<file path="src/design/cfq_pkg.sv">
// Shared types, codes and constants for the CAN frame queue.
package cfq_pkg;

  // Default number of frames the ring holds
  localparam int RING_DEPTH_DEF = 64;

  localparam int ID_W      = 29;
  localparam int LEN_W     = 4;
  localparam int DATA_W    = 64;
  localparam int HELD_W    = 7;
  localparam int MAX_LEN   = 8;

  // Request codes
  localparam logic ACT_STORE = 1'b0;
  localparam logic ACT_SEND  = 1'b1;

  // Message types
  localparam logic [2:0] MSG_STD_DATA   = 3'd0;
  localparam logic [2:0] MSG_EXT_DATA   = 3'd1;
  localparam logic [2:0] MSG_STD_REMOTE = 3'd2;
  localparam logic [2:0] MSG_EXT_REMOTE = 3'd3;
  localparam logic [2:0] MSG_BUS_STATE  = 3'd4;

  // Bus-off bit of the controller state byte
  localparam int BUS_OFF_BIT = 7;

  typedef enum logic [1:0] {
    KIND_STATUS = 2'd0,
    KIND_FRAME  = 2'd1,
    KIND_EMPTY  = 2'd2
  } kind_t;

  typedef enum logic [1:0] {
    ST_STORED    = 2'd0,
    ST_DROPPED   = 2'd1,
    ST_IGNORED   = 2'd2,
    ST_BUS_STATE = 2'd3
  } status_t;

  typedef enum logic {
    FS_IDLE = 1'b0,
    FS_READ = 1'b1
  } front_state_t;

  // One command from the front end to the byte emitter
  typedef struct packed {
    kind_t              kind;
    status_t            status;
    logic               ext;
    logic               rtr;
    logic [LEN_W-1:0]   len;
    logic [ID_W-1:0]    id;
    logic [DATA_W-1:0]  data;
    logic               bus_off;
    logic [HELD_W-1:0]  held;
  } cmd_t;

endpackage

</file>
<file path="src/design/cfq_queue.sv">
// Two-entry command queue between the front end and the byte emitter.
module cfq_queue (
  input  logic           clk,
  input  logic           rst,
  input  logic           push,
  input  cfq_pkg::cmd_t  push_cmd,
  output logic           full,
  input  logic           pop,
  output logic           head_valid,
  output cfq_pkg::cmd_t  head_cmd
);
  import cfq_pkg::*;

  cmd_t       entry [2];
  logic       wr_ptr, rd_ptr;
  logic [1:0] fill;

  assign full       = (fill == 2'd2);
  assign head_valid = (fill != 2'd0);
  assign head_cmd   = entry[rd_ptr];

  // Store pushed commands
  always_ff @(posedge clk) begin
    if (push) entry[wr_ptr] <= push_cmd;
  end

  // Advance pointers and fill level
  always_ff @(posedge clk) begin
    if (rst) begin
      wr_ptr <= 1'b0;
      rd_ptr <= 1'b0;
      fill   <= 2'd0;
    end else begin
      if (push) wr_ptr <= ~wr_ptr;
      if (pop)  rd_ptr <= ~rd_ptr;
      fill <= fill + {1'b0, push} - {1'b0, pop};
    end
  end

endmodule

</file>
<file path="config.mk">
export PLATFORM = sky130hd
export DESIGN_NAME = cfq_queue
export DESIGN_NICKNAME = d
export VERILOG_FILES = /design/src/design/cfq_pkg.sv /design/src/design/cfq_queue.sv
export SDC_FILE = /design/constraint.sdc
export NUM_CORES = 1
export LEC_CHECK = 0
export ABC_AREA = 1
export ABC_CLOCK_PERIOD_IN_PS = 15400
export BUFFER_PORTS_ARGS = -buffer_cell sky130_fd_sc_hd__buf_2
export CORE_MARGIN = 4
export CORE_UTILIZATION = 35
export CTS_BUF_LIST = sky130_fd_sc_hd__clkbuf_8
export CTS_CLUSTER_DIAMETER = 80
export DETAILED_ROUTE_END_ITERATION = 8
export PLACE_DENSITY_LB_ADDON = 0.08
export RECOVER_POWER = 50
export REMOVE_ABC_BUFFERS = 1
export SYNTH_ARGS = -nofsm -noshare
export SYNTH_HDL_FRONTEND = slang
export SYNTH_SLANG_ARGS = --single-unit
</file>
<file path="constraint.sdc">
create_clock -name clk -period 15.4 [get_ports clk]
set_input_delay 1.54 -clock clk [delete_from_list [all_inputs] [get_ports clk]]
set_output_delay 1.54 -clock clk [all_outputs]
set_load 0.005 [all_outputs]
</file>
==> reports/qor.yml, run 1 <==
num_vias: 4280
combPwrFrac_pct: 9.3
synthTopCellsByArea: "edfxtp_1 (81%), mux2_2 (15%), buf_6 (1.4%)"
place_hpwl_microns: 10800
portBuffers: 227
post-cts-setup-buffers: 0
syn2layout_area_growth_pct: 24.8
rows: 55
yosysTopAreaCell: "edfxtp_1"
finalSetupViolations: 0
ff2ff_path_depth: 3
grt.overflow.total: 0
antenna_found_initial: 2
crit_end: "entry[1][42]$_DFFE_PP_"
core_sq_mm: 0.0229
holdBufCountCts: 0
ys_ff_latch: 227
yosysSeqAreaShare_pct: 81.9
total_power_mw: 1.31
path_max_fanout: 64
holdCritPathClass: "reg -> reg"
fp.dieH_microns: 162
yosys_warnings: 0
min_period_ps: 5020
fin_crit_sh_pct: 32.6
grt_pass1_vias: 4719
ir_worst_vdd_mv: 0.0712
track_usage_pct: 12.3
drc_errors: 0
synth_cells: 376
synth_top_area_share_pct: 80.7
htree_levels: 2
crit_required_ps: 15560
drive_gt1_share_pct: 51.3
clkPwrFrac_pct: 35.2
antenna_cells: 0
cap_violations: 1
syn_area_sq_mm: 0.00826
cts_buffers: 39
drtIter0Drc: 157
worst_slew_pin_slew_ps: 2930
r2r_end: "entry[1][42]$_DFFE_PP_"
critPathSlowestCell: "clkinvlp_2"
avgRoutedWirePerCell_microns: 17.3
place_congestion: 0.697
first_pass_iters: 6
syn_avg_cell_area_sq_um: 22.0
worstPathArrival_ps: 5180
path_cells: "clkbuf_1, nand2_1, clkinvlp_2, buf_4"
timing.fmax_mhz: 199
wirelength_microns: 16800
hold_viol: 0
vias_per_cell: 4.39
cts_tree: "done"
maxSlewHeadroom_pct: -96.5
violations: "max-capacitance violations, max-slew violations"
cts.reportedPaths.clkPinSlew_ps: 60
seqPwrFrac_pct: 55.4
swShare_pct: 22.1
drv_slew: 65
cts_root_buffer: "clkbuf_8"
power.density_mw_per_mm2: 127
critical_path.startpoint: "push"
p_int_mw: 1.02
grt_max_degree: 74
die_w_microns: 162
worst_setup_path_start_kind: "primary input"
leakage_nw: 3.78
start_util_pct: 36.1
status: "finished, violations left"
cts_resized: 0
clkSinkCount: 227
ant_nets: 0
path_class: "in -> reg"
floorplan.die_area_sq_mm: 0.0261
clk_latency_ps: 520
max_stage_delay_ps: 2190
r2r_slack_ps: 11220
end_kind: "flop"
switching_power_mw: 0.290
tns_ps: 0
grt_pass1_wl_microns: 25300
reg2reg_from: "wr_ptr$_SDFFE_PP0P_"
cts_buffer_depth: 3
finalClockSkew_ps: 18.6
grt_setup_unrepaired: "no"
fin_nets: 753
pin_count: 228
synthDistinctLibCells: 13
cell families after synthesis:
kind of cell,share of synthesized area [%]
AOI/OAI and AO/OA,0.0605
xor gates and xnor gates,0.106
adders and majority gates,0.303
buffers and inverters,1.85
DFF,81.9
muxes,15.1
and+or+nand+nor,0.666
power groups by stage:
stage	combinational [mW]	clock [mW]	sequential, mW
2_1_floorplan	0.0604	0	0.745
3_3_place_gp	0.126	0	0.739
3_5_place_dp	0.128	0	0.740
4_1_cts	0.129	0.489	0.728
5_1_grt	0.136	0.515	0.731
6_report	0.122	0.463	0.728
how the worst min path moves through the flow:
stage | start | to | slack [ps] | cells past startpoint
CTS | rd_ptr$_SDFFE_PP0P_ | rd_ptr$_SDFFE_PP0P_ | 530 | 2
global placement | rd_ptr$_SDFFE_PP0P_ | rd_ptr$_SDFFE_PP0P_ | 500 | 2
floorplan | rd_ptr$_SDFFE_PP0P_ | flop | 480 | 2
finish | rd_ptr$_SDFFE_PP0P_ | rd_ptr$_SDFFE_PP0P_ | 530 | 2
global route | rd_ptr$_SDFFE_PP0P_ | rd_ptr$_SDFFE_PP0P_ | 560 | 2
detailed placement | rd_ptr$_SDFFE_PP0P_ | rd_ptr$_SDFFE_PP0P_ | 520 | 2
Yosys cell counts:
library cell	n
edfxtp_1	222
mux2_2	111
buf_6	10
inv_1	8
nor2_1	7
dfxtp_1	5
nand2_1	5
buf_2	2
ha_1	2
a21oi_1	1
nand3_1	1
nor3_1	1
xnor2_1	1
worst max-delay path: cells and delay by family:
kind,cells,cell delay [ps]
buffers and inverters,3,3490
and+or+nand+nor,1,90
through the flow:
| step | cells | setup slack, ps | util (%) | cell area, sq um | hold WS, ps |
|---|---|---|---|---|---|
| 6_report | 974 | 10380 | 45.0 | 10300 | 526 |
| 3_5_place_dp | 908 | 11590 | 42.4 | 9710 | 517 |
| 2_1_floorplan | 364 | 8590 | - | 8140 | 480 |
| 5_1_grt | 974 | 9880 | 45.0 | 10300 | 556 |
| 3_3_place_gp | 908 | 11620 | 42.4 | 9710 | 498 |
| 4_1_cts | 974 | 11010 | 45.3 | 10400 | 534 |
routing by layer:
| layer | wire (microns) | vias up | GRT usage [%] |
|---|---|---|---|
| met5 | 33 | - | 0 |
| met3 | 1750 | 30 | 5.56 |
| met4 | 283 | 4 | 4.23 |
| met1 | 6710 | 2067 | 14.5 |
| li1 | - | 2008 | - |
| met2 | 8030 | 171 | 20.3 |
area by class of cell:
class | count | area, sq um
sequential | 227 | 6770
timing repair buffer | 231 | 1100
fill | 2087 | 12600
tap | 313 | 392
clock inverter | 25 | 100
inverter | 8 | 31.3
clock buffer | 41 | 564
multi-input combinational | 129 | 1350
state kept, by name (all words and copies together) (netlist names), named ones only:
name and cells:
entry 222, fill 2, wr_ptr 1, rd_ptr 1
placed cells by master, fill, tap and decap left out, types with 5 or more instances in the layout:
cell type	netlist	routed
nand2_1	5	5
clkinv_2	0	5
edfxtp_1	222	222
mux2_2	111	111
clkinv_1	0	9
nor2_1	7	6
buf_2	2	175
clkbuf_8	0	41
clkbuf_1	0	52
inv_1	8	18
Note: power is estimated with default switching activity, not from simulation.
==> inputs of run 2 (changes only) <==
ABC_CLOCK_PERIOD_IN_PS = 4400   (was 15400)
clock period = 4.4 ns   (was 15.4 ns; I/O delays follow)
==> reports/qor.yml, run 2 (synthesis results as in run 1) <==
vias_per_cell: 4.41  # +0.34%
worstPathArrival_ps: 3250  # -1930 ps
drtIter0Drc: 144  # -8.3%
finalClockSkew_ps: 12.3  # -6.33 ps
cts_tree: "done"
antenna_found_initial: 2  # unchanged
place_hpwl_microns: 11000  # +1.9%
grt_max_degree: 65  # -12%
holdCritPathClass: "in -> reg"
start_util_pct: 36.1  # unchanged
drive_gt1_share_pct: 49.9  # -1.4 points
path_max_fanout: 64  # unchanged
top_regs: "entry (222), fill (2)"
timing.fmax_mhz: 326
fp.dieH_microns: 162  # unchanged
ir_worst_vdd_mv: 0.230  # +220%
power.density_mw_per_mm2: 444  # +250%
die_w_microns: 162  # unchanged
first_pass_iters: 4  # -2
ant_nets: 0  # unchanged
fin_ws_ps: 1330  # -9050 ps
htree_levels: 2  # unchanged
violations: "max-capacitance violations, max-slew violations"
crit_family: "buffers and inverters"
status: "finished, violations left"
num_vias: 4312  # +0.75%
cts_buffers: 39  # unchanged
hold_viol: 0  # unchanged
critPathSlowestCell: "inv_1"
track_usage_pct: 12.5  # +0.13 points
place_ws_ps: 2090  # -9500 ps
regMostFlops: "entry"
fin_area_sq_mm: 0.0103  # +0.30%
path_class: "reg -> reg"
min_period_ps: 3070
fin_crit_sh_pct: 69.8
cts.reportedPaths.clkPinSlew_ps: 60  # about the same
max_stage_delay_ps: 1860  # -330 ps
fin_nets: 753  # unchanged
grt_setup_unrepaired: "no"
drc_errors: 0  # unchanged
path_buf_inv: 2  # -1
cts_buffer_depth: 3  # unchanged
holdBufCountCts: 0  # unchanged
place_congestion: 0.695  # -0.16%
clkSinkCount: 227  # unchanged
mostFrequentLayoutCell: "edfxtp_1"
place_area_sq_mm: 0.00975  # +0.39%
total_power_mw: 4.59  # +250%
core_sq_mm: 0.0229  # unchanged
finalSetupViolations: 0  # unchanged
portBuffers: 227  # unchanged
holdWs_ps: 112  # -414 ps
wirelength_microns: 16700  # -0.51%
crit_required_ps: 4580  # -10,980 ps
final_cell_mix: "edfxtp_1 (222), buf_2 (172), mux2_2 (111), clkbuf_1 (54), clkbuf_8 (39)"
grt_pass1_vias: 4734  # +0.32%
worst_setup_path_start_kind: "flop"
avgRoutedWirePerCell_microns: 17.1  # -0.91%
rows: 55  # unchanged
maxSlewHeadroom_pct: -78.9  # +18 points
pin_count: 228  # unchanged
cap_violations: 2  # +1
grt.overflow.total: 0  # unchanged
post-cts-setup-buffers: 0  # unchanged
leakage_nw: 3.79  # +0.35%
floorplan.die_area_sq_mm: 0.0261  # unchanged
largest_reg_flops: 222  # unchanged
worst_slew_pin_slew_ps: 2680  # -249 ps
grt_pass1_wl_microns: 25500  # +0.98%
drv_slew: 86  # +32%
end_kind: "flop"
syn2layout_area_growth_pct: 25.2
cts_root_buffer: "clkbuf_8"
path_cells: "nand2_1, inv_1, buf_12"
clk_latency_ps: 510  # about the same
antenna_cells: 0  # unchanged
cts_resized: 0  # unchanged
## run 2: cell type report
type | count | area (sq um)
well taps | 313 | 392
flip-flops and latches | 227 | 6770
multi-input cells | 129 | 1340
clock buffers | 39 | 537
repair buffers | 231 | 1130
fillers | 2103 | 12600
clock inverters | 31 | 134
inverters | 8 | 30.0
## run 2: per-layer routing
metal  wire, microns  track usage (%)  vias up
li1                -                -     2014
met1            6760             15.0     2083
met2            7980             20.1      169
met3            1550             5.23       42
met4             399             4.73        4
met5              34                0        -
## run 2: worst paths after layout
kind | slack [ps] | cells after the start | to | startpoint
max reg2reg | 1330 | 3 | entry[1][103]$_DFFE_PP_ | wr_ptr$_SDFFE_PP0P_
max | 1330 | 3 | entry[1][103]$_DFFE_PP_ | wr_ptr$_SDFFE_PP0P_
min reg2reg | 520 | 2 | wr_ptr$_SDFFE_PP0P_ | wr_ptr$_SDFFE_PP0P_
min | 110 | 1 | entry[1][89]$_DFFE_PP_ | push_cmd[89]
## run 2: metrics by stage
| stage | TNS (ps) | util (%) | instances |
|---|---|---|---|
| after floorplan | -145390 | - | 364 |
| after global placement | 0 | 42.5 | 908 |
| after detailed placement | 0 | 42.5 | 908 |
| after CTS | 0 | 45.5 | 978 |
| after global routing | 0 | 45.1 | 978 |
| final | 0 | 45.1 | 978 |
## run 2: power breakdown
part	switching [mW]	leakage [nW]	internal, mW
clock	0.786	0.390	0.828
sequential	0.0433	2.13	2.51
combinational	0.204	1.28	0.219
