--- src/design/cfq_pkg.sv ---
// Shared types, codes and constants for the CAN frame queue.
package cfq_pkg;

  // Default number of frames the ring holds
  localparam int RING_DEPTH_DEF = 64;

  localparam int ID_W      = 29;
  localparam int LEN_W     = 4;
  localparam int DATA_W    = 64;
  localparam int HELD_W    = 7;
  localparam int MAX_LEN   = 8;

  // Request codes
  localparam logic ACT_STORE = 1'b0;
  localparam logic ACT_SEND  = 1'b1;

  // Message types
  localparam logic [2:0] MSG_STD_DATA   = 3'd0;
  localparam logic [2:0] MSG_EXT_DATA   = 3'd1;
  localparam logic [2:0] MSG_STD_REMOTE = 3'd2;
  localparam logic [2:0] MSG_EXT_REMOTE = 3'd3;
  localparam logic [2:0] MSG_BUS_STATE  = 3'd4;

  // Bus-off bit of the controller state byte
  localparam int BUS_OFF_BIT = 7;

  typedef enum logic [1:0] {
    KIND_STATUS = 2'd0,
    KIND_FRAME  = 2'd1,
    KIND_EMPTY  = 2'd2
  } kind_t;

  typedef enum logic [1:0] {
    ST_STORED    = 2'd0,
    ST_DROPPED   = 2'd1,
    ST_IGNORED   = 2'd2,
    ST_BUS_STATE = 2'd3
  } status_t;

  typedef enum logic {
    FS_IDLE = 1'b0,
    FS_READ = 1'b1
  } front_state_t;

  // One command from the front end to the byte emitter
  typedef struct packed {
    kind_t              kind;
    status_t            status;
    logic               ext;
    logic               rtr;
    logic [LEN_W-1:0]   len;
    logic [ID_W-1:0]    id;
    logic [DATA_W-1:0]  data;
    logic               bus_off;
    logic [HELD_W-1:0]  held;
  } cmd_t;

endpackage

--- src/design/cfq_back.sv ---
// Back end: turns queued commands into result beats, one per cycle while the output is not stalled.
module cfq_back (
  input  logic                        clk,
  input  logic                        rst,
  input  logic                        head_valid,
  input  cfq_pkg::cmd_t               head_cmd,
  output logic                        pop,
  output logic                        out_valid,
  input  logic                        out_ready,
  output logic [1:0]                  kind,
  output logic [1:0]                  store_status,
  output logic [7:0]                  frame_byte,
  output logic                        last_byte,
  output logic                        bus_off,
  output logic [cfq_pkg::HELD_W-1:0]  frames_held
);
  import cfq_pkg::*;

  cmd_t             cur;
  logic             busy;
  logic [3:0]       idx;
  logic             emit;
  logic [7:0]       beat_byte;
  logic             beat_last;
  logic             beat_done;
  logic [3:0]       last_idx;
  logic [2:0]       data_sel;

  assign pop      = head_valid && !busy;
  assign emit     = busy && (!out_valid || out_ready);
  assign last_idx = 4'd4 + cur.len;
  assign data_sel = 3'(idx - 4'd5);

  // Select the frame byte at the current index
  always_comb begin
    beat_byte = 8'd0;
    unique case (idx)
      4'd0: beat_byte = cur.ext ? cur.id[28:21] : 8'd0;
      4'd1: beat_byte = cur.ext ? {cur.id[20:18], 1'b0, 2'b11, cur.id[17:16]} : 8'd0;
      4'd2: beat_byte = cur.ext ? cur.id[15:8] : {5'd0, cur.id[10:8]};
      4'd3: beat_byte = cur.id[7:0];
      4'd4: beat_byte = {3'd0, cur.len, cur.rtr};
      default: beat_byte = cur.data[{data_sel, 3'b000} +: 8];
    endcase
    beat_last = (cur.kind == KIND_FRAME) && (idx == last_idx);
    beat_done = (cur.kind != KIND_FRAME) || beat_last;
    if (cur.kind != KIND_FRAME) beat_byte = 8'd0;
  end

  // Load commands and step through their beats
  always_ff @(posedge clk) begin
    if (rst) begin
      busy <= 1'b0;
      idx  <= 4'd0;
    end else if (pop) begin
      busy <= 1'b1;
      idx  <= 4'd0;
    end else if (emit) begin
      idx <= idx + 1'b1;
      if (beat_done) busy <= 1'b0;
    end
  end

  always_ff @(posedge clk) begin
    if (pop) cur <= head_cmd;
  end

  // Output register valid
  always_ff @(posedge clk) begin
    if (rst) begin
      out_valid <= 1'b0;
    end else if (emit) begin
      out_valid <= 1'b1;
    end else if (out_ready) begin
      out_valid <= 1'b0;
    end
  end

  // Output register payload
  always_ff @(posedge clk) begin
    if (emit) begin
      kind         <= cur.kind;
      store_status <= cur.status;
      frame_byte   <= beat_byte;
      last_byte    <= beat_last;
      bus_off      <= cur.bus_off;
      frames_held  <= cur.held;
    end
  end

endmodule

--- config.mk ---
export PLATFORM = sky130hd
export DESIGN_NAME = cfq_back
export DESIGN_NICKNAME = d
export VERILOG_FILES = /design/src/design/cfq_pkg.sv /design/src/design/cfq_back.sv
export SDC_FILE = /design/constraint.sdc
export NUM_CORES = 1
export LEC_CHECK = 0
export ABC_AREA = 1
export BUFFER_PORTS_ARGS = -buffer_cell sky130_fd_sc_hd__buf_2
export CORE_ASPECT_RATIO = 0.75
export CORE_MARGIN = 5
export CORE_UTILIZATION = 53
export DETAILED_ROUTE_END_ITERATION = 7
export GPL_ROUTABILITY_DRIVEN = 0
export PLACE_DENSITY = 0.84
export SLEW_MARGIN = 0
export SYNTH_ARGS = -nofsm -noshare
export SYNTH_HDL_FRONTEND = slang
export SYNTH_SLANG_ARGS = --single-unit
--- constraint.sdc ---
create_clock -name clk -period 4 [get_ports clk]
set_input_delay 0.2 -clock clk [delete_from_list [all_inputs] [get_ports clk]]
set_output_delay 0.2 -clock clk [all_outputs]
set_load 0.05 [all_outputs]
==> summary.txt, run 1 <==
========================================================================================
Ratio of final minimum period to clock period                                      70.6%
Routed wire length                                                               15.9 mm
Post-synthesis average cell area                                              11.9 sq um
CTS Sinks                                                                            138
Via count                                                                           4543
Number of failing setup endpoints in the final timing report                           0
Yosys warns                                                                            0
Start of the worst register-to-register path                                      idx[0]
Final-report max-slew violation count                                                  0
Core Footprint                                                               10400 sq um
Kind of start point of the critical path                                       flip-flop
Dominant cell by count in the synthesized netlist                           sky130_fd_sc_hd__edfxtp_1
Largest net degree at the start of global routing                                     60
Max Fanout on Critical Path                                                           38
Routed length per placed instance                                           18.1 microns
Result of the run                                                           finished, final reports clean
Placed cells                                                                         735
Total of max-cap violations                                                            0
Post-layout worst setup margin                                                   1.18 ns
Number of I/O pins                                                                   138
Synth area leaders                                                          sky130_fd_sc_hd__edfxtp_1 (70%), sky130_fd_sc_hd__nand2_1 (8.3%), sky130_fd_sc_hd__nand3_1 (6.6%), sky130_fd_sc_hd__inv_1 (4.4%), sky130_fd_sc_hd__dfxtp_1 (2.1%)
TritonCTS clock tree                                                                 yes
TritonRoute pass-1 iters                                                               5
Multiplexer area fraction after synthesis                                             0%
Total congestion overflow after global routing                                         0
Compound-Gate Fraction of Synth Area                                               1.81%
Post-placement cell area                                                      6440 sq um
CP Data Arrival Time                                                             2.98 ns
Cell depth of the worst min-delay path                                                 4
Adder and majority gate portion of the synthesized area                            1.10%
Launching instance or port of the critical path                                   idx[0]
Horizontal die dimension                                                     130 microns
Cell accounting for the most synthesized area                               sky130_fd_sc_hd__edfxtp_1
Clock root buffer                                                           sky130_fd_sc_hd__clkbuf_16
Post-synthesis share of cell area spent on xor and xnor gates                     0.727%
DIE AREA                                                                     12900 sq um
Distinct cells, synth                                                                 26
Kind of critical path                                                       flip-flop to flip-flop
Setup tns final                                                                     0 ns
Largest family of logic cells by synthesized area                           simple AND/OR/NAND/NOR gates
Number of buffers added by the clock tree synthesis step                              17
Final setup skew                                                               0.0187 ns
Post-cts sizing count                                                                  0
Peak VDD IR                                                                   0.000357 V
Most common flop cell mapped by yosys                                       sky130_fd_sc_hd__edfxtp_1
CTS clk-pin slew, worst paths                                                    0.06 ns
Antenna Nets Post-Route                                                                0
Data required time at the worst endpoint                                         4.15 ns
Remaining routing DRC violations                                                       0
Initial antenna violation count                                                        1
GRT Total Usage                                                                    25.5%
Mapped cell area                                                              5680 sq um
Power per cell area                                                          458 nW/um^2
Worst hold path type                                                        input port to flip-flop
Layout-stage area growth over the synthesis result                                 43.2%
Portion of synthesized cell area occupied by the leading cell type                 69.7%
Initial cell density of the core                                                   54.8%
Maximum clock frequency                                                          354 MHz
Slew at the pin closest to its max-slew limit                                   0.890 ns
Number of enable-type register cells in the synthesized netlist                      132
Seq. cell area                                                                4080 sq um
Most instantiated cells after synthesis                                     sky130_fd_sc_hd__edfxtp_1 (132), sky130_fd_sc_hd__nand2_1 (125), sky130_fd_sc_hd__nand3_1 (75)
Number of I/O port buffers                                                           137
Via density per instance                                                            5.16
Filler instances                                                                     589
Total non-filler cell area in the finished layout                             8140 sq um
RSZ-0062 raised after global routing                                               false
Share of synthesized cell area in and, or, nand and nor gates                      17.7%
Net Count, Synth                                                                     598
Share of the yosys chip area belonging to registers                                71.9%
Proportion of layout cells with a drive suffix above 1                             23.8%
Count of routing violations after the opening detailed-route iteration               498
Number of global-route vias before repair                                           4666
Gate count after technology mapping                                                  478
R2R cell count                                                                         8
Area taken by multi-input logic gates                                         1210 sq um
Die outline height                                                          99.7 microns
Number of hold violations in the final report                                          0
Endpoint of the most critical register-to-register path                     frame_byte[6]
Total half-perimeter wirelength after legalization and detailed placement        9.47 mm
CTS H-tree lvls                                                                        4
Latest clock arrival within the worst-skew pair                                  0.42 ns
Share of async-settable or async-resettable flops after synthesis                     0%
Number of nets in the layout                                                         850
Minimum setup slack among reg-to-reg paths                                       1.18 ns
Number of buffers between clock root and the deepest sink                              2
Count of non-filler cells in the finished layout                                     880
End point of the critical path                                              frame_byte[6]
Setup slack at placement                                                         1.31 ns
Setup crit end kind                                                            flip-flop
Flop and latch count out of synthesis                                                138
Worst slew slack as a fraction of its limit                                        40.6%
Leakage power total                                                              3.54 nW
Global-route wire length before repair                                           24.3 mm
Standard-cell rows                                                                    32
Time the worst path needs with I/O delays and setup                              2.82 ns
========================================================================================
==> worst max-delay path, stage by stage, from the launching register on <==
cell and delay, ns:
sky130_fd_sc_hd__dfxtp_1 0.31, sky130_fd_sc_hd__buf_4 0.34, sky130_fd_sc_hd__inv_2 0.34, sky130_fd_sc_hd__ha_1 0.74
sky130_fd_sc_hd__inv_1 0.37, sky130_fd_sc_hd__nand3_1 0.18, sky130_fd_sc_hd__nand3_1 0.09, sky130_fd_sc_hd__nand3_1 0.11
sky130_fd_sc_hd__a21oi_1 0.07
==> area by class of cell <==
class / instances / share of cell area, %
diodes: 1 / 0.0308
clock buffers: 18 / 5.27
clock inverters: 14 / 1.81
inverters: 68 / 3.17
multi-input cells: 254 / 14.9
flip-flops and latches: 138 / 50.2
well taps: 136 / 2.09
repair buffers: 251 / 22.5
==> logic make-up (layout without fill, tap and decap cells) <==
kind of cell | Yosys count | count (layout)
adder cells (fa/ha/maj) | 5 | 5
AO/OA/AOI/OAI | 20 | 20
flip-flops | 138 | 138
XOR/XNOR | 3 | 3
AND/OR/NAND/NOR | 226 | 226
buffers and inverters | 86 | 351
other | 0 | 1
==> where the power goes <==
group | internal [W] | switching, W | leakage (nW)
Clock | 0.000920 | 0.000627 | 0.271
Combinational | 0.000182 | 0.000263 | 1.96
Sequential | 0.00170 | 0.0000356 | 1.31
Total | 0.00280 | 0.000925 | 3.54
==> how the worst min path moves through the flow <==
stage | from | slack [ns] | to
after floorplan | rst | 0.27 | out_valid
after global placement | head_cmd[104] | 0.38 | cur[104]
after detailed placement | head_cmd[99] | 0.38 | cur[99]
after CTS | out_ready | 0.07 | out_valid
after global routing | out_ready | 0.09 | out_valid
final | out_ready | 0.08 | out_valid
==> stage by stage <==
stage,utilization (%),hold WS (ns),total power (W)
3_5_place_dp,62.1,0.378,0.00210
5_1_grt,78.5,0.0858,0.00384
4_1_cts,78.4,0.0735,0.00370
3_3_place_gp,62.1,0.377,0.00209
2_1_floorplan,-,0.269,0.00198
6_report,78.5,0.0772,0.00372
==> metal layers <==
| layer | share of wire (%) | vias to the layer above | wire (microns) | global-route usage (%) |
|---|---|---|---|---|
| met5 | 0 | - | 0 | 0 |
| met4 | 2.1 | 0 | 340 | 7.35 |
| met3 | 9.2 | 23 | 1460 | 7.09 |
| met2 | 50 | 275 | 7950 | 44.0 |
| met1 | 39 | 2126 | 6160 | 31.5 |
| li1 | - | 2119 | - | - |
==> layout by cell type, fill, tap and decap left out, drive strengths merged, types with 2 or more instances in the layout <==
cell / netlist / final
bufinv: 0 / 2
nor3: 2 / 2
edfxtp: 132 / 132
o21ai: 3 / 3
nand2: 127 / 127
nand4: 7 / 7
clkinv: 1 / 6
dfxtp: 6 / 6
inv: 67 / 70
dlygate4sd3: 0 / 112
clkbuf: 1 / 18
xor2: 2 / 2
a21oi: 16 / 16
buf: 17 / 139
clkinvlp: 0 / 4
nand3: 75 / 75
nor2: 14 / 14
ha: 5 / 5
==> repair_timing <==
action / in CTS / in global routing
hold endpoints to repair: 112 / 0
setup endpoints to repair: 0 / 0
hold buffers: 112 / 0
buffers inserted: 0 / 0
==> registers in the layout (all words and copies together), names as in the netlist <==
register and cells:
cur 111, frame_byte 8, store_status 2, frames_held 7, busy 1, idx 4, out_valid 1, last_byte 1
kind 2, bus_off 1
Note: power is estimated with default switching activity, not from simulation.
==> run 2, diff against run 1 <==
Settings changed: ABC_AREA 1 to 0, CORE_UTILIZATION 53 to 47, PLACE_DENSITY 0.84 to 0.8.
Clock period 4 ns to 2.4 ns, I/O delays scaled along.
==> summary.txt, run 2 <==
========================================================================================
Result of the run                                                           finished, final reports clean
Initial cell density of the core                                                   48.1%
Post-synthesis average cell area                                              19.7 sq um
Synth area leaders                                                          sky130_fd_sc_hd__edfxtp_1 (75%), sky130_fd_sc_hd__mux4_1 (5.5%), sky130_fd_sc_hd__dfxtp_1 (2.3%), sky130_fd_sc_hd__mux4_2 (2.1%), sky130_fd_sc_hd__nand3_1 (2.1%)
Power per cell area                                                          802 nW/um^2
Initial antenna violation count                                                        0
CTS Sinks                                                                            138
Routed wire length                                                               13.4 mm
CP max stage delay                                                               0.46 ns
Kind of start point of the critical path                                       flip-flop
Time the worst path needs with I/O delays and setup                              2.11 ns
Number of buffers added by the clock tree synthesis step                              17
Worst slew slack as a fraction of its limit                                        40.9%
Via density per instance                                                            5.21
Remaining routing DRC violations                                                       0
Horizontal die dimension                                                     132 microns
Total half-perimeter wirelength after legalization and detailed placement        7.91 mm
Register name with the most flops                                                    cur
Number of nets in the layout                                                         651
Cell internal power dissipation                                                0.00496 W
Layout-stage area growth over the synthesis result                                 49.7%
Maximum clock frequency                                                          474 MHz
Flop and latch count out of synthesis                                                138
Dominant delay contributor by cell family on the critical path              compound AO/OA/AOI/OAI gates
Distinct cells, synth                                                                 38
Total of max-cap violations                                                            0
Net switching share of the total power                                             21.5%
Most common flop cell mapped by yosys                                       sky130_fd_sc_hd__edfxtp_1
Setup tns final                                                                     0 ns
Buffers inserted by post-CTS timing repair                                             0
Largest net degree at the start of global routing                                    114
Max Fanout on Critical Path                                                            6
Most instantiated cells after synthesis                                     sky130_fd_sc_hd__edfxtp_1 (132), sky130_fd_sc_hd__nand3_1 (22), sky130_fd_sc_hd__mux4_1 (11)
CTS H-tree lvls                                                                        4
Net Count, Synth                                                                     387
Crit path max-delay cell type                                               sky130_fd_sc_hd__dfxtp_1
GRT Total Usage                                                                    20.9%
CTS clk-pin slew, worst paths                                                    0.06 ns
Total congestion overflow after global routing                                         0
Via count                                                                           3566
Number of I/O pins                                                                   138
Setup slack at placement                                                        0.156 ns
Minimum setup slack among reg-to-reg paths                                       0.29 ns
Cell accounting for the most synthesized area                               sky130_fd_sc_hd__edfxtp_1
Portion of synthesized cell area occupied by the leading cell type                 75.3%
Peak VDD IR                                                                   0.000518 V
Count of routing violations after the opening detailed-route iteration               377
Clock root buffer                                                           sky130_fd_sc_hd__clkbuf_16
Final-report max-slew violation count                                                  0
Commonest cells after routing, fill and taps aside                          sky130_fd_sc_hd__buf_2 (137), sky130_fd_sc_hd__edfxtp_1 (132), sky130_fd_sc_hd__dlygate4sd3_1 (112)
Number of enable-type register cells in the synthesized netlist                      132
Worst hold path type                                                        input port to flip-flop
Number of buffers between clock root and the deepest sink                              2
Post-layout worst setup margin                                                  0.290 ns
Number of global-route vias before repair                                           3824
Number of failing setup endpoints in the final timing report                           0
Yosys warns                                                                            0
Standard-cell rows                                                                    33
Net switching power of the design                                              0.00136 W
Antenna Nets Post-Route                                                                0
CP Data Arrival Time                                                             2.25 ns
Gate count after technology mapping                                                  267
Leading registers by flop count                                             cur x111, frame_byte x8, frames_held x7
Mapped cell area                                                              5260 sq um
TritonRoute pass-1 iters                                                               5
Leakage power total                                                              3.02 nW
Final setup skew                                                              0.00830 ns
Share of async-settable or async-resettable flops after synthesis                     0%
Clock network power share                                                          44.5%
DIE AREA                                                                     13400 sq um
Flip-flop count of the largest register after layout                                 111
Layout Utilization                                                                 72.0%
Cell chain of the critical path                                             inv_1 > ha_1 > and4bb_1 > a32o_1 > a221oi_1 > o211ai_1
Latest clock arrival within the worst-skew pair                                  0.41 ns
Share of the yosys chip area belonging to registers                                77.6%
Ratio of final minimum period to clock period                                      87.9%
Die outline height                                                           102 microns
Global-route wire length before repair                                           20.8 mm
Buffers and inverters on the worst path                                                1
Number of antenna repair diodes                                                        0
Leading cell type in the layout, fill and taps excluded                     sky130_fd_sc_hd__buf_2
Setup crit end kind                                                            flip-flop
TritonCTS clock tree                                                                 yes
Sequential Power Share                                                             45.6%
Proportion of layout cells with a drive suffix above 1                             34.0%
Core Footprint                                                               10900 sq um
Dominant cell by count in the synthesized netlist                           sky130_fd_sc_hd__edfxtp_1
RSZ-0062 raised after global routing                                               false
Number of I/O port buffers                                                           137
Filler instances                                                                     679
Kind of critical path                                                       flip-flop to flip-flop
Slew at the pin closest to its max-slew limit                                   0.885 ns
Number of hold violations in the final report                                          0
Data required time at the worst endpoint                                         2.54 ns
Routed length per placed instance                                           19.6 microns
Fraction of power consumed by combinational cells                                   9.9%
========================================================================================
-- run 2: metrics by stage --
step | cell area (sq um) | total power [W] | cells | hold slack (ns)
floorplan | 5270 | 0.00320 | 267 | 0.185
global placement | 6120 | 0.00338 | 540 | 0.296
detailed placement | 6120 | 0.00340 | 540 | 0.298
CTS | 7870 | 0.00633 | 684 | 0.0153
global route | 7880 | 0.00653 | 684 | 0.0204
finish | 7880 | 0.00632 | 684 | 0.0243
-- run 2: worst reg2reg max path, stage by stage, from the launching register on --
cell	delay, ns
sky130_fd_sc_hd__dfxtp_1	0.46
sky130_fd_sc_hd__inv_1	0.13
sky130_fd_sc_hd__ha_1	0.28
sky130_fd_sc_hd__and4bb_1	0.29
sky130_fd_sc_hd__a32o_1	0.23
sky130_fd_sc_hd__a221oi_1	0.32
sky130_fd_sc_hd__o211ai_1	0.13
-- run 2: path summary, 6_finish.rpt --
path	startpoint	end	cells past startpoint
min	head_valid	busy	3
max	idx[1]	frame_byte[7]	6
max reg2reg	idx[1]	frame_byte[7]	6
min reg2reg	cur[107]	store_status[0]	0
-- run 2: layout make-up --
type / count / area (sq um) / area share, %
tap: 140 / 175 / 2.22
sequential: 138 / 4090 / 51.8
timing repair buffer: 256 / 1870 / 23.7
inverter: 4 / 15.0 / 0.191
clock buffer: 19 / 433 / 5.49
clock inverter: 13 / 200 / 2.54
multi-input combinational: 114 / 1100 / 14.0
-- run 2: what timing repair did --
action                                  4_1_cts  5_1_grt
endpoints found under the hold margin       113        0
resized for setup                             0        1
hold buffers                                112        0
endpoints found under the setup margin        0        7
-- run 2: power by group through the flow --
stage	logic [W]	registers, W	clock network (W)
after floorplan	0.000201	0.00300	0
after global placement	0.000465	0.00292	0
after detailed placement	0.000471	0.00293	0
after CTS	0.000615	0.00288	0.00283
after global routing	0.000669	0.00289	0.00297
final	0.000626	0.00288	0.00281
-- run 2: routing by layer --
metal	up-vias	part of all wire (%)	track usage [%]
met1	1737	40	26.7
met4	0	1.3	6.57
li1	1627	-	-
met5	-	0	0
met2	180	51	34.7
met3	22	8.5	6.95
-- run 2: cells by family (layout without fill, tap and decap cells) --
family          after synthesis  in the layout  synth area share, %
simple gates                 51             51                 5.59
xor+xnor                      7              7                 1.16
flops                       138            138                 77.6
buf+inv                      15            292                 1.81
compound gates               34             34                 4.85
fa+ha+maj                     5              5                 1.19
mux                          17             17                 7.82
==> run 3, diff against run 2 <==
Settings changed: CORE_UTILIZATION 47 to 35, PLACE_DENSITY 0.8 to 0.64.
==> summary.txt, run 3 (same netlist as run 2, synthesis figures left out) <==
========================================================================================
Register name with the most flops                                                    cur
Start of the worst register-to-register path                                      idx[1]
Ratio of final minimum period to clock period                                      88.4%
Endpoint of the most critical register-to-register path                     frame_byte[7]
Sequential Power Share                                                             47.4%
Clock network power share                                                          41.8%
CP Data Arrival Time                                                             2.27 ns
Clock root buffer                                                           sky130_fd_sc_hd__clkbuf_16
RSZ-0062 raised after global routing                                               false
Initial cell density of the core                                                   36.1%
Count of routing violations after the opening detailed-route iteration               244
Largest net degree at the start of global routing                                     41
Start point of the worst min-delay path                                        out_ready
Kind of start point of the critical path                                       flip-flop
R2R cell count                                                                         6
TritonRoute pass-1 iters                                                               4
GRT Total Usage                                                                    16.3%
Flip-flop count of the largest register after layout                                 111
Leading cell type in the layout, fill and taps excluded                     sky130_fd_sc_hd__buf_2
Data required time at the worst endpoint                                         2.55 ns
Number of buffers between clock root and the deepest sink                              2
Remaining routing DRC violations                                                       0
CP max stage delay                                                               0.46 ns
Result of the run                                                           finished, final reports clean
Slew at the pin closest to its max-slew limit                                   0.698 ns
Count of non-filler cells in the finished layout                                     752
Total non-filler cell area in the finished layout                             7970 sq um
Layout-stage area growth over the synthesis result                                 51.5%
Initial antenna violation count                                                        0
Worst hold path type                                                        input port to flip-flop
Via count                                                                           3525
Final-report max-slew violation count                                                  0
Layout Utilization                                                                 54.6%
Total congestion overflow after global routing                                         0
Endpoint, Worst Hold                                                           out_valid
Number of failing setup endpoints in the final timing report                           0
Post-placement cell area                                                      6260 sq um
Crit path max-delay cell type                                               sky130_fd_sc_hd__dfxtp_1
Number of buffers added by the clock tree synthesis step                              17
Time the worst path needs with I/O delays and setup                              2.12 ns
Kind of critical path                                                       flip-flop to flip-flop
Dominant delay contributor by cell family on the critical path              compound AO/OA/AOI/OAI gates
Maximum clock frequency                                                          471 MHz
Placed cells                                                                         607
Commonest cells after routing, fill and taps aside                          sky130_fd_sc_hd__buf_2 (137), sky130_fd_sc_hd__edfxtp_1 (132), sky130_fd_sc_hd__dlygate4sd3_1 (113)
Horizontal die dimension                                                     152 microns
Cell chain of the critical path                                             inv_1 > ha_1 > and4bb_1 > a32o_1 > a221oi_1 > o211ai_1
Buffers inserted by post-CTS timing repair                                             0
Routed length per placed instance                                           18.1 microns
Standard-cell rows                                                                    38
Leading registers by flop count                                             cur x111, frame_byte x8, frames_held x7
Global-route wire length before repair                                           21.0 mm
Peak VDD IR                                                                   0.000548 V
Antenna Nets Post-Route                                                                0
Power per cell area                                                          761 nW/um^2
DIE AREA                                                                     17600 sq um
Number of I/O port buffers                                                           137
Fraction of power consumed by combinational cells                                  10.8%
Net switching share of the total power                                             23.1%
Total half-perimeter wirelength after legalization and detailed placement        8.62 mm
Total of max-cap violations                                                            0
Final setup skew                                                              0.00654 ns
Cell depth of the worst min-delay path                                                 3
Setup crit end kind                                                            flip-flop
CTS Sinks                                                                            138
Latest clock arrival within the worst-skew pair                                  0.42 ns
Max Fanout on Critical Path                                                            6
Routed wire length                                                               13.6 mm
Cell internal power dissipation                                                0.00467 W
Number of I/O pins                                                                   138
Die outline height                                                           116 microns
CTS H-tree lvls                                                                        4
Number of nets in the layout                                                         659
Buffers and inverters on the worst path                                                1
TritonCTS clock tree                                                                 yes
Worst slew slack as a fraction of its limit                                        53.4%
Number of hold violations in the final report                                          0
Number of global-route vias before repair                                           3864
Leakage power total                                                              3.03 nW
Minimum setup slack among reg-to-reg paths                                       0.28 ns
Via density per instance                                                            4.69
Number of antenna repair diodes                                                        0
Proportion of layout cells with a drive suffix above 1                             35.0%
Net switching power of the design                                              0.00140 W
CTS clk-pin slew, worst paths                                                    0.06 ns
Core Footprint                                                               14600 sq um
========================================================================================
[run 3: changes by cell type in the layout (fill, tap and decap cells not counted), moves of 2 or more]
| cell | change |
|---|---|
| sky130_fd_sc_hd__buf_4 | +6 |
| sky130_fd_sc_hd__inv_6 | +3 |
| sky130_fd_sc_hd__clkinvlp_4 | +3 |
| sky130_fd_sc_hd__bufinv_16 | -3 |
| sky130_fd_sc_hd__clkbuf_1 | -2 |
[run 3: worst max-delay path by stage]
stage | from | cells after the start | slack (ns) | end
2_1_floorplan | busy | 3 | -0.33 | idx[0]
3_3_place_gp | idx[0] | 5 | 0.44 | frame_byte[6]
3_5_place_dp | idx[1] | 5 | 0.29 | frame_byte[4]
4_1_cts | idx[1] | 5 | 0.27 | frame_byte[4]
5_1_grt | idx[1] | 6 | 0.21 | frame_byte[7]
6_report | idx[1] | 6 | 0.28 | frame_byte[7]
[run 3: cell type report]
class                           instances  area [sq um]
Multi-Input combinational cell        114          1100
Clock inverter                         15           149
Clock buffer                           17           425
Inverter                                4          15.0
Tap cell                              200           250
Sequential cell                       138          4090
Fill cell                            1179          6620
Timing Repair Buffer                  264          1950
[run 3: worst min-delay path, stage by stage]
cell,delay (ns)
sky130_fd_sc_hd__buf_2,0.07
sky130_fd_sc_hd__nand2b_1,0.21
sky130_fd_sc_hd__a21oi_1,0.10
[run 3: power groups by stage]
stage / Sequential [W] / Combinational [W] / Clock (W)
global placement: 0.00292 / 0.000497 / 0
detailed placement: 0.00293 / 0.000504 / 0
finish: 0.00288 / 0.000652 / 0.00254
global route: 0.00289 / 0.000700 / 0.00273
CTS: 0.00288 / 0.000649 / 0.00260
floorplan: 0.00300 / 0.000201 / 0
[run 3: what timing repair did]
| action | 4_1_cts | 5_1_grt |
|---|---|---|
| hold buffers | 113 | 0 |
| endpoints found under the hold margin | 113 | 0 |
| setup endpoints to repair | 0 | 2 |
| gates resized for setup | 0 | 1 |
[run 3: metal layers]
layer  global-route usage (%)  part of all wire (%)  wire, microns
met3                     4.73                   7.1            966
met2                     27.6                    50           6850
met4                     5.51                   1.2            169
met5                        0                     0              0
met1                     20.3                    41           5590
[run 3: per-stage QoR]
step / power, W / TNS (ns) / setup slack, ns / hold WS (ns)
global route: 0.00632 / 0 / 0.206 / 0.152
floorplan: 0.00320 / -28.08 / -0.332 / 0.185
finish: 0.00607 / 0 / 0.279 / 0.138
detailed placement: 0.00343 / 0 / 0.290 / 0.298
global placement: 0.00342 / 0 / 0.440 / 0.296
CTS: 0.00613 / 0 / 0.271 / 0.108
